`src/rtl/core/prbs_ber_pkg.sv`:
```
// shared types, constants and functions of the prbs generator and bit error checker
package prbs_ber_pkg;

  // widths
  localparam int COUNT_WIDTH = 48;
  localparam int LOSS_WIDTH  = 32;
  localparam int LFSR_WIDTH  = 23;
  localparam int CFG_WIDTH   = 3;
  localparam int CFG_IDX_W   = 1;
  localparam int IN_TDATA_W  = 32;
  localparam int IN_TUSER_W  = 2;
  localparam int OUT_BITS    = 8 + 4 + 3 * COUNT_WIDTH + LOSS_WIDTH + 1;
  localparam int OUT_TDATA_W = ((OUT_BITS + 7) / 8) * 8;

  localparam logic [COUNT_WIDTH-1:0] CNT_MAX  = {COUNT_WIDTH{1'b1}};
  localparam logic [LOSS_WIDTH-1:0]  LOSS_MAX = {LOSS_WIDTH{1'b1}};
  localparam logic [LFSR_WIDTH-1:0]  LFSR_SEED = LFSR_WIDTH'(1);

  // fixed transmit bytes
  localparam logic [7:0] BYTE_AA = 8'hAA;
  localparam logic [7:0] BYTE_55 = 8'h55;
  localparam logic [7:0] BYTE_FF = 8'hFF;

  // configuration register indexes
  localparam logic [CFG_IDX_W-1:0] REG_ORDER   = 1'b0;
  localparam logic [CFG_IDX_W-1:0] REG_PATTERN = 1'b1;

  // function codes of an input beat
  typedef enum logic [1:0] {
    FUNC_RESTART = 2'd0,
    FUNC_TRANSMIT = 2'd1,
    FUNC_CHECK = 2'd2,
    FUNC_FAIL = 2'd3
  } func_t;

  // lfsr order codes
  typedef enum logic [2:0] {
    ORDER_7  = 3'd0,
    ORDER_9  = 3'd1,
    ORDER_15 = 3'd2,
    ORDER_23 = 3'd3,
    ORDER_11 = 3'd4
  } order_t;

  // transmit pattern codes
  typedef enum logic [2:0] {
    PAT_COUNTER = 3'd0,
    PAT_PRBS    = 3'd1,
    PAT_WALK    = 3'd2,
    PAT_AA      = 3'd3,
    PAT_55      = 3'd4,
    PAT_FF      = 3'd5
  } pattern_t;

  localparam logic [CFG_WIDTH-1:0] ORDER_RESET   = ORDER_15;
  localparam logic [CFG_WIDTH-1:0] PATTERN_RESET = PAT_PRBS;

  typedef struct packed {
    logic [LFSR_WIDTH-1:0] state;
    logic [7:0]            data;
  } prbs_res_t;

  // eight lfsr steps, msb first; the feedback bit is also the output bit
  function automatic prbs_res_t prbs_byte(input logic [LFSR_WIDTH-1:0] seed,
                                          input logic [CFG_WIDTH-1:0] sel);
    logic [LFSR_WIDTH-1:0] s;
    logic [7:0]            b;
    logic [4:0]            hi;
    logic [4:0]            lo;
    logic                  fb;
    prbs_res_t             res;
    s = seed;
    b = '0;
    unique case (sel)
      ORDER_7:  begin hi = 5'd6;  lo = 5'd5;  end
      ORDER_9:  begin hi = 5'd8;  lo = 5'd4;  end
      ORDER_15: begin hi = 5'd14; lo = 5'd13; end
      ORDER_23: begin hi = 5'd22; lo = 5'd17; end
      default:  begin hi = 5'd10; lo = 5'd6;  end
    endcase
    for (int k = 0; k < 8; k++) begin
      fb = s[hi] ^ s[lo];
      s = {s[LFSR_WIDTH-2:0], fb};
      b = {b[6:0], fb};
    end
    res.state = s;
    res.data = b;
    return res;
  endfunction

  // count of set bits in a byte
  function automatic logic [3:0] popcount8(input logic [7:0] v);
    logic [3:0] c;
    c = '0;
    for (int k = 0; k < 8; k++) begin
      c = c + 4'(v[k]);
    end
    return c;
  endfunction

  // saturating add of a small increment
  function automatic logic [COUNT_WIDTH-1:0] sat_add(input logic [COUNT_WIDTH-1:0] total,
                                                     input logic [3:0] inc);
    logic [COUNT_WIDTH:0] sum;
    sum = {1'b0, total} + (COUNT_WIDTH + 1)'(inc);
    return sum[COUNT_WIDTH] ? CNT_MAX : sum[COUNT_WIDTH-1:0];
  endfunction

endpackage

```
`src/rtl/core/prbs_pattern_generator_ber_checker_unit.sv`:
```
// top level of the prbs pattern generator and bit error rate checker
//
// Link test block. Each input beat carries a function in s_tuser: restart (reseed
// both lfsrs to 1 and clear all counters), transmit one byte (pattern chosen by
// the pattern register, prbs order by the order register), check one received
// byte against the checker's own prbs byte, or record a receive failure. Every
// input beat yields exactly one result beat with the transmit byte, the bit
// errors of this byte and the running saturating totals. One beat is accepted
// per clock while the skid stage is empty: the eight lfsr steps and the popcount
// are a single combinational pass from the state registers into the result
// register, and a one-entry skid stage behind the result register lets the input
// side keep going for one beat while the output side stalls. A beat parked in
// the skid stage waits until the beat ahead of it leaves. Configuration is
// written through cfg_we/cfg_index/cfg_data while idle; the user must keep to
// this, as the block does not enforce it.
module prbs_pattern_generator_ber_checker_unit (
  input  logic                                   clk,
  input  logic                                   rst,
  // configuration write port
  input  logic                                   cfg_we,
  input  logic [prbs_ber_pkg::CFG_IDX_W-1:0]     cfg_index,
  input  logic [prbs_ber_pkg::CFG_WIDTH-1:0]     cfg_data,
  // input stream
  input  logic                                   s_tvalid,
  output logic                                   s_tready,
  // rx_byte[7:0], packet_seq[23:8], byte_pos[31:24]
  input  logic [prbs_ber_pkg::IN_TDATA_W-1:0]    s_tdata,
  // func[1:0]
  input  logic [prbs_ber_pkg::IN_TUSER_W-1:0]    s_tuser,
  // result stream
  output logic                                   m_tvalid,
  input  logic                                   m_tready,
  // tx_byte[7:0], byte_bit_errors[11:8], total_bit_errors[59:12],
  // bits_received[107:60], bits_sent[155:108], sync_loss_count[187:156],
  // link_synced[188], zero fill above
  output logic [prbs_ber_pkg::OUT_TDATA_W-1:0]   m_tdata
);
  import prbs_ber_pkg::*;

  // configuration registers
  logic [CFG_WIDTH-1:0] order_sel;
  logic [CFG_WIDTH-1:0] pattern_mode;

  // block state
  logic [LFSR_WIDTH-1:0]  tx_lfsr;
  logic [LFSR_WIDTH-1:0]  rx_lfsr;
  logic [COUNT_WIDTH-1:0] error_total;
  logic [COUNT_WIDTH-1:0] received_total;
  logic [COUNT_WIDTH-1:0] sent_total;
  logic [LOSS_WIDTH-1:0]  loss_total;
  logic                   synced;

  logic [LFSR_WIDTH-1:0]  tx_lfsr_next;
  logic [LFSR_WIDTH-1:0]  rx_lfsr_next;
  logic [COUNT_WIDTH-1:0] error_total_next;
  logic [COUNT_WIDTH-1:0] received_total_next;
  logic [COUNT_WIDTH-1:0] sent_total_next;
  logic [LOSS_WIDTH-1:0]  loss_total_next;
  logic                   synced_next;

  // result register and skid stage
  logic                   out_valid;
  logic [OUT_TDATA_W-1:0] out_data;
  logic                   skid_valid;
  logic [OUT_TDATA_W-1:0] skid_data;

  // input fields
  func_t      func;
  logic [7:0] rx_byte;
  logic [15:0] packet_seq;
  logic [7:0] byte_pos;

  logic [7:0]             tx_byte;
  logic [3:0]             byte_errs;
  logic [OUT_TDATA_W-1:0] result;
  prbs_res_t              tx_prbs;
  prbs_res_t              rx_prbs;

  logic push;
  logic pop;

  assign func       = func_t'(s_tuser);
  assign rx_byte    = s_tdata[7:0];
  assign packet_seq = s_tdata[23:8];
  assign byte_pos   = s_tdata[31:24];

  assign s_tready = !skid_valid;
  assign push     = s_tvalid && s_tready;
  assign pop      = out_valid && m_tready;
  assign m_tvalid = out_valid;
  assign m_tdata  = out_data;

  assign tx_prbs = prbs_byte(tx_lfsr, order_sel);
  assign rx_prbs = prbs_byte(rx_lfsr, order_sel);

  // next state and result of one beat
  always_comb begin
    tx_byte             = '0;
    byte_errs           = '0;
    tx_lfsr_next        = tx_lfsr;
    rx_lfsr_next        = rx_lfsr;
    error_total_next    = error_total;
    received_total_next = received_total;
    sent_total_next     = sent_total;
    loss_total_next     = loss_total;
    synced_next         = synced;
    unique case (func)
      FUNC_RESTART: begin
        tx_lfsr_next        = LFSR_SEED;
        rx_lfsr_next        = LFSR_SEED;
        error_total_next    = '0;
        received_total_next = '0;
        sent_total_next     = '0;
        loss_total_next     = '0;
        synced_next         = 1'b0;
      end
      FUNC_TRANSMIT: begin
        unique case (pattern_mode)
          PAT_COUNTER: tx_byte = packet_seq[7:0] + byte_pos;
          PAT_PRBS: begin
            tx_byte      = tx_prbs.data;
            tx_lfsr_next = tx_prbs.state;
          end
          PAT_WALK: tx_byte = 8'd1 << byte_pos[2:0];
          PAT_AA:   tx_byte = BYTE_AA;
          PAT_55:   tx_byte = BYTE_55;
          default:  tx_byte = BYTE_FF;
        endcase
        sent_total_next = sat_add(sent_total, 4'd8);
      end
      FUNC_CHECK: begin
        byte_errs           = popcount8(rx_byte ^ rx_prbs.data);
        rx_lfsr_next        = rx_prbs.state;
        received_total_next = sat_add(received_total, 4'd8);
        error_total_next    = sat_add(error_total, byte_errs);
        synced_next         = 1'b1;
      end
      default: begin
        if (loss_total != LOSS_MAX) begin
          loss_total_next = loss_total + LOSS_WIDTH'(1);
        end
        synced_next = 1'b0;
      end
    endcase
    result = OUT_TDATA_W'({synced_next, loss_total_next, sent_total_next,
                           received_total_next, error_total_next, byte_errs, tx_byte});
  end

  // configuration registers
  always_ff @(posedge clk) begin
    if (rst) begin
      order_sel    <= ORDER_RESET;
      pattern_mode <= PATTERN_RESET;
    end else if (cfg_we) begin
      unique case (cfg_index)
        REG_ORDER:   order_sel    <= cfg_data;
        default:     pattern_mode <= cfg_data;
      endcase
    end
  end

  // state update on an accepted beat
  always_ff @(posedge clk) begin
    if (rst) begin
      tx_lfsr        <= LFSR_SEED;
      rx_lfsr        <= LFSR_SEED;
      error_total    <= '0;
      received_total <= '0;
      sent_total     <= '0;
      loss_total     <= '0;
      synced         <= 1'b0;
    end else if (push) begin
      tx_lfsr        <= tx_lfsr_next;
      rx_lfsr        <= rx_lfsr_next;
      error_total    <= error_total_next;
      received_total <= received_total_next;
      sent_total     <= sent_total_next;
      loss_total     <= loss_total_next;
      synced         <= synced_next;
    end
  end

  // result register with skid stage
  always_ff @(posedge clk) begin
    if (rst) begin
      out_valid  <= 1'b0;
      skid_valid <= 1'b0;
    end else if (pop) begin
      if (skid_valid) begin
        out_data   <= skid_data;
        skid_valid <= 1'b0;
      end else if (push) begin
        out_data <= result;
      end else begin
        out_valid <= 1'b0;
      end
    end else if (push) begin
      if (out_valid) begin
        skid_data  <= result;
        skid_valid <= 1'b1;
      end else begin
        out_data  <= result;
        out_valid <= 1'b1;
      end
    end
  end

endmodule

```
`config.mk`:
```
export PLATFORM = sky130hd
export DESIGN_NAME = prbs_pattern_generator_ber_checker_unit
export DESIGN_NICKNAME = d
export VERILOG_FILES = /design/src/rtl/core/prbs_ber_pkg.sv /design/src/rtl/core/prbs_pattern_generator_ber_checker_unit.sv
export SDC_FILE = /design/constraint.sdc
export NUM_CORES = 1
export LEC_CHECK = 0
export BUFFER_PORTS_ARGS = -buffer_cell sky130_fd_sc_hd__buf_4
export CAP_MARGIN = 40
export CORE_ASPECT_RATIO = 0.8
export CORE_MARGIN = 2
export CORE_UTILIZATION = 49
export CTS_BUF_LIST = sky130_fd_sc_hd__clkbuf_8
export CTS_CLUSTER_SIZE = 24
export DETAILED_ROUTE_END_ITERATION = 10
export PLACE_DENSITY = 0.66
export SYNTH_ARGS = -nofsm -noshare
export SYNTH_HDL_FRONTEND = slang
export SYNTH_SLANG_ARGS = --single-unit
export TNS_END_PERCENT = 30
```
`constraint.sdc`:
```
create_clock -name clk -period 22.4 [get_ports clk]
set_clock_uncertainty 0.1 [all_clocks]
set_input_delay 3.36 -clock clk [delete_from_list [all_inputs] [get_ports clk]]
set_output_delay 3.36 -clock clk [all_outputs]
set_load 0.02 [all_outputs]
```
==> results of run 1 <==
-- worst reg2reg max path: stages, from the launching register on --
cell	delay (ps)
dfxtp_2	310
buf_4	550
clkinv_1	570
o22ai_1	310
xor2_1	130
a211o_1	320
xnor2_1	130
a21oi_1	440
xor2_1	200
fa_1	560
inv_1	60
fa_1	500
fa_1	540
inv_1	40
ha_1	210
fa_1	520
inv_1	80
fa_1	410
nor2b_1	200
o21a_1	410
o2111a_1	600
nand3_1	720
a211o_1	470
a21oi_1	240
mux2_2	200
-- kinds of logic after synthesis --
kind of cell,Yosys count,share of synthesized area
buffers and inverters,316,0.04188
AND/OR/NAND/NOR,1099,0.1763
XOR/XNOR,57,0.01590
adder cells (fa/ha/maj),27,0.01219
flip-flops,609,0.5088
multiplexers,162,0.06360
other,1,0.0001194
AO/OA/AOI/OAI,878,0.1812
-- path summary, 6_finish.rpt --
check / depth (start not counted) / slack (ps) / end / start
min reg2reg: 2 / 350 / tx_lfsr[20]$_SDFFE_PP0P_ / tx_lfsr[20]$_SDFFE_PP0P_
max reg2reg: 24 / 13440 / m_tdata[17]$_DFFE_PP_ / order_sel[1]$_SDFFE_PP1P_
min: 2 / 350 / tx_lfsr[20]$_SDFFE_PP0P_ / tx_lfsr[20]$_SDFFE_PP0P_
max: 24 / 13440 / m_tdata[17]$_DFFE_PP_ / order_sel[1]$_SDFFE_PP1P_
-- cell usage after synthesis, types with 32 or more instances --
cell	count
edfxtp_1	378
nand2_1	333
nor2_1	272
a21oi_1	269
dfxtp_1	231
o21ai_0	192
clkbuf_1	161
nand3_1	133
mux2_2	110
inv_1	79
a31oi_1	61
nor3_1	57
and3_1	56
nand4_1	49
a211oi_1	39
a22oi_1	38
mux2i_1	33
a311oi_1	32
buf_2	32
-- through the flow --
| stage | hold WS, ps | utilization | setup WS (ps) | area, µm² | power [W] |
|---|---|---|---|---|---|
| finish | 353.5 | 0.5664 | 13440 | 35680 | 0.002474 |
| global route | 376.5 | 0.5664 | 12970 | 35680 | 0.002567 |
| CTS | 358.0 | 0.5664 | 13510 | 35680 | 0.002492 |
| detailed placement | 349.7 | 0.5348 | 12870 | 33690 | 0.001517 |
| global placement | 338.0 | 0.5319 | 12910 | 33510 | 0.001510 |
| floorplan | 328.7 | - | 3927 | 31410 | 0.001430 |
-- power by group through the flow --
stage | registers [W] | logic, W | clock network, W
floorplan | 0.00128 | 0.000148 | 0
global placement | 0.00126 | 0.000252 | 0
detailed placement | 0.00126 | 0.000259 | 0
CTS | 0.00124 | 0.000261 | 0.000996
global route | 0.00124 | 0.000288 | 0.00104
finish | 0.00124 | 0.000263 | 0.000976
-- layout make-up --
| cell class | count | area (µm²) |
|---|---|---|
| inverters | 83 | 311.5 |
| flip-flops and latches | 609 | 15980 |
| clock buffers | 113 | 1555 |
| repair buffers | 274 | 2170 |
| fillers | 5531 | 27320 |
| clock inverters | 76 | 431.7 |
| well taps | 840 | 1051 |
| multi-input cells | 2226 | 14180 |
-- routing by layer --
| layer | track usage | share of wire |
|---|---|---|
| met3 | 0.05889 | 0.091 |
| met1 | 0.4117 | 0.45 |
| met5 | 0 | 0 |
| met2 | 0.3986 | 0.43 |
| met4 | 0.07780 | 0.025 |
-- registers in the layout, summed over array words and instances (netlist names) --
name            count
pattern_mode        3
rx_lfsr            23
m_tvalid            1
tx_lfsr            23
m_tdata           189
received_total     48
loss_total         32
sent_total         48
error_total        48
skid_valid          1
skid_data         189
order_sel           3
synced              1
==> impl_metrics.tcl, run 1 <==
set metrics [dict create \
    status "finished, final reports clean" \
    place.gp.congestion 0.9333 \
    die-width_um 287.0 \
    clkLatencyLatePin_ps 720 \
    initial_core_util 0.4984 \
    antenna_found_initial 1 \
    place_hpwl_um 60360 \
    crit_chain "buf_4, clkinv_1, o22ai_1, xor2_1, a211o_1, xnor2_1, a21oi_1, xor2_1, fa_1, inv_1, fa_1, fa_1, inv_1, ha_1, fa_1, inv_1, fa_1, nor2b_1, o21a_1, o2111a_1, nand3_1, a211o_1, a21oi_1, mux2_2" \
    post_cts_buffers 0 \
    fin_setup_tns_ps 0 \
    cap_viol_max_count 0 \
    hold_viol 0 \
    nNetsFinal 3364 \
    worstMarginPinSlew_ps 949.9 \
    avgSynthCellArea_um2 9.971 \
    fin_crit_sh 0.4000 \
    synth_edf_count 378 \
    vias 26390 \
    place_inst 4032 \
    worstPathArrival_ps 9430 \
    netlist_instances 3149 \
    avgRoutedWirePerCell_um 21.95 \
    cp.required_ps 22870 \
    drc 0 \
    grt_max_degree 152 \
    slowest_delay_ps 710 \
    wirelength_um 92650 \
    ys_seq_area_frac 0.5088 \
    p_per_area_nw_per_um2 69.34 \
    p_switching_w 0.0006609 \
    cts_buffers 100 \
    die_y_um 230.4 \
    max-clock-path-buffers 3 \
    cp-end-kind "flop" \
    drive_above_1_share 0.1878 \
    ir_worst_vdd_uv 52.76 \
    dr.pass1.iters 6 \
    cp_num_buf_inv 5 \
    grt_first_pass_wirelength_um 143700 \
    core_um2 63000 \
    final_cells 4221 \
    cts_resized 0 \
    path_clk_slew_ps 60 \
    path_common_cell "fa_1" \
    max-slew-margin-rel 0.3667 \
    cts_tree "done" \
    slew_viol_final 0 \
    synthTopCellsByArea "edfxtp_1 (36%), dfxtp_1 (15%), a21oi_1 (4.3%)" \
    io_pins 237 \
    synth-main-ff-cell "edfxtp_1" \
    diodes 0 \
    overflow 0 \
    htreeDepth 3 \
    crit_path_max_fanout 60 \
    hold_buffers 0 \
    layout_commonest_cell "edfxtp_1" \
    setup_viol_count_final 0 \
    numPortBuffers 225 \
    via_per_inst 6.252 \
    clkSinkCount 609 \
    seq_power_share 0.499 \
    netlist_area_um2 31400 \
    drt-initial-drc-count 2808 \
    async_reset_ff_frac 0 \
    p_leak_nw 13.61 \
    p_comb_frac 0.106 \
    synth_top_area_frac 0.3615 \
    path_delay_family "compound AO/OA/AOI/OAI gates" \
    cp-start-kind "flop" \
    ys_warn_count 0 \
    track_usage 0.2747 \
    grt_pass1_vias 24890 \
    synth-seq-cells 609 \
    clkPwrFrac 0.394 \
    rsz0062_at_grt "false" \
    ant_nets 0 \
    p_int_w 0.001813 \
    final_cell_mix "edfxtp_1 (378), nand2_1 (332), a21oi_1 (269)" \
    die_area_um2 66130 \
    cts-root-buf "clkbuf_8" \
    worstSetupPathType "reg2reg" \
    min_period_ps 8961 \
    hold_path.class "reg2reg" \
    swShare 0.2671 \
    slowest_stage "nand3_1" \
    syn_to_final_growth_pct 13.63 \
    fmax_mhz 111.6 \
    placementRows 82 \
    ys_types 103 \
    synth.largest_area_cell "edfxtp_1" \
]
(Power assumes the default switching activity.)
==> inputs of run 2 (changes only) <==
- PLACE_DENSITY: 0.66 -> 0.69
- clock period: 22.4 -> 7.7 ns (I/O delays scaled with it)
==> impl_metrics.tcl, run 2 (synthesized netlist as in run 1, its figures left out) <==
set metrics [dict create \
    place.gp.congestion 0.9530 \
    route.top_layer_used "met4" \
    cp-start-kind "flop" \
    io_pins 237 \
    wl_met1_um 41730 \
    hold_path.class "reg2reg" \
    hold_buffers 0 \
    status "finished with violations" \
    cp.required_ps 8180 \
    antenna_found_initial 1 \
    min_period_ps 7283 \
    fin_setup_tns_ps 0 \
    worstMarginPinSlew_ps 968.3 \
    fin_crit_sh 0.9458 \
    cts_tree "done" \
    setup_viol_count_final 0 \
    avgRoutedWirePerCell_um 21.67 \
    via_per_inst 6.190 \
    rrSetupSlack_ps 420 \
    ff_latch_area_um2 15980 \
    ff2ff_path_depth 25 \
    dr.pass1.iters 11 \
    numPortBuffers 225 \
    drt-initial-drc-count 2888 \
    worstPathArrival_ps 7760 \
    p_leak_nw 13.76 \
    layout_commonest_cell "edfxtp_1" \
    fmax_mhz 137.3 \
    cts_buffers 98 \
    final_cell_mix "edfxtp_1 (378), nand2_1 (332), buf_4 (298)" \
    reg2reg_from "order_sel[1]$_SDFFE_PP1P_" \
    cap_viol_max_count 0 \
    ir_worst_vdd_uv 146.5 \
    max-clock-path-buffers 3 \
    ant_nets 0 \
    path_clk_slew_ps 70 \
    die_area_um2 66130 \
    path_common_cell "fa_1" \
    min_delay_path_depth 2 \
    place_hpwl_um 61330 \
    worstSetupPathType "reg2reg" \
    grt_pass1_vias 24770 \
    drc 1 \
    max-slew-margin-rel 0.3529 \
    initial_core_util 0.4984 \
    wl_met3_um 8149 \
    hold-path-endpoint "tx_lfsr[18]$_SDFFE_PP0P_" \
    cp-end-kind "flop" \
    crit_path_max_fanout 14 \
    clkSinkCount 609 \
    slew_viol_final 0 \
    worst_slack_ps 417.4 \
    die_y_um 230.4 \
    filler_cell_count 5492 \
    overflow 0 \
    post-place-ws_ps 323.3 \
    clkLatencyLatePin_ps 730 \
    slowest_stage "dfxtp_2" \
    htreeDepth 3 \
    dr_wl_met2_um 40080 \
    vias 26310 \
    nNetsFinal 3398 \
    die-width_um 287.0 \
    track_usage 0.2722 \
    hold_path.startpoint "tx_lfsr[18]$_SDFFE_PP0P_" \
    p_per_area_nw_per_um2 200.5 \
    grt_first_pass_wirelength_um 142200 \
    drive_above_1_share 0.1982 \
    syn_to_final_growth_pct 14.64 \
    rsz0062_at_grt "false" \
    grt_max_degree 141 \
    multiInputGateArea_um2 14230 \
    slowest_delay_ps 560 \
    wirelength_um 92130 \
    placementRows 82 \
    cts-root-buf "clkbuf_8" \
    core_um2 63000 \
    r2r-end "m_tdata[17]$_DFFE_PP_" \
    hold_viol 0 \
    violations "design-rule violations" \
]
run 2: area by class of cell:
cell class,count,area share
Antenna cell,1,0.00006952
Clock buffer,109,0.04168
Clock inverter,73,0.01349
Inverter,83,0.008655
Multi-Input combinational cell,2226,0.3952
Sequential cell,609,0.4439
Tap cell,840,0.02920
Timing Repair Buffer,310,0.06785
run 2: worst max-delay path by stage:
| stage | startpoint | endpoint | slack [ps] |
|---|---|---|---|
| finish | order_sel[1]$_SDFFE_PP1P_ | m_tdata[17]$_DFFE_PP_ | 420 |
| global route | order_sel[0]$_SDFFE_PP0P_ | error_total[17]$_SDFFE_PP0P_ | 70 |
| CTS | order_sel[0]$_SDFFE_PP0P_ | m_tdata[53]$_DFFE_PP_ | 290 |
| detailed placement | order_sel[0]$_SDFFE_PP0P_ | m_tdata[53]$_DFFE_PP_ | 320 |
| global placement | order_sel[1]$_SDFFE_PP1P_ | m_tdata[36]$_DFFE_PP_ | 390 |
| floorplan | s_tvalid | m_tdata[0]$_DFFE_PP_ | 200 |
run 2: power breakdown:
group,switching [W],internal [W]
combinational,0.000513,0.000257
clock,0.00134,0.00151
sequential,0.0000548,0.00354
run 2: per-layer routing:
metal | global-route usage | vias up
li1 | - | 12170
met1 | 0.4115 | 12760
met2 | 0.3973 | 1212
met3 | 0.04852 | 174
met4 | 0.07975 | 0
met5 | 0 | -
run 2: stage by stage:
step	total power, W	cell area, µm²	hold WS, ps	util	instances
3_3_place_gp	0.004403	33840	339.9	0.5372	4059
2_1_floorplan	0.004142	31420	328.7	-	3151
4_1_cts	0.007268	35960	352.1	0.5708	4250
5_1_grt	0.007488	36000	376.9	0.5714	4251
3_5_place_dp	0.004423	33970	345.7	0.5393	4068
6_report	0.007216	36000	352.9	0.5714	4251
run 2: what timing repair did:
action                     4_1_cts  5_1_grt
setup endpoints to repair        0       11
buffers inserted                 0        0
gates resized for setup          0        8
run 2: worst max-delay path: cells and delay by family, from the launching register on:
family                   cells  cell delay, ps
AO/OA/AOI/OAI                8            1850
XOR/XNOR                     2             250
adder cells (fa/ha/maj)      6            2710
buffers and inverters        5             600
flip-flops                   1             560
multiplexers                 1             210
AND/OR/NAND/NOR              3             870
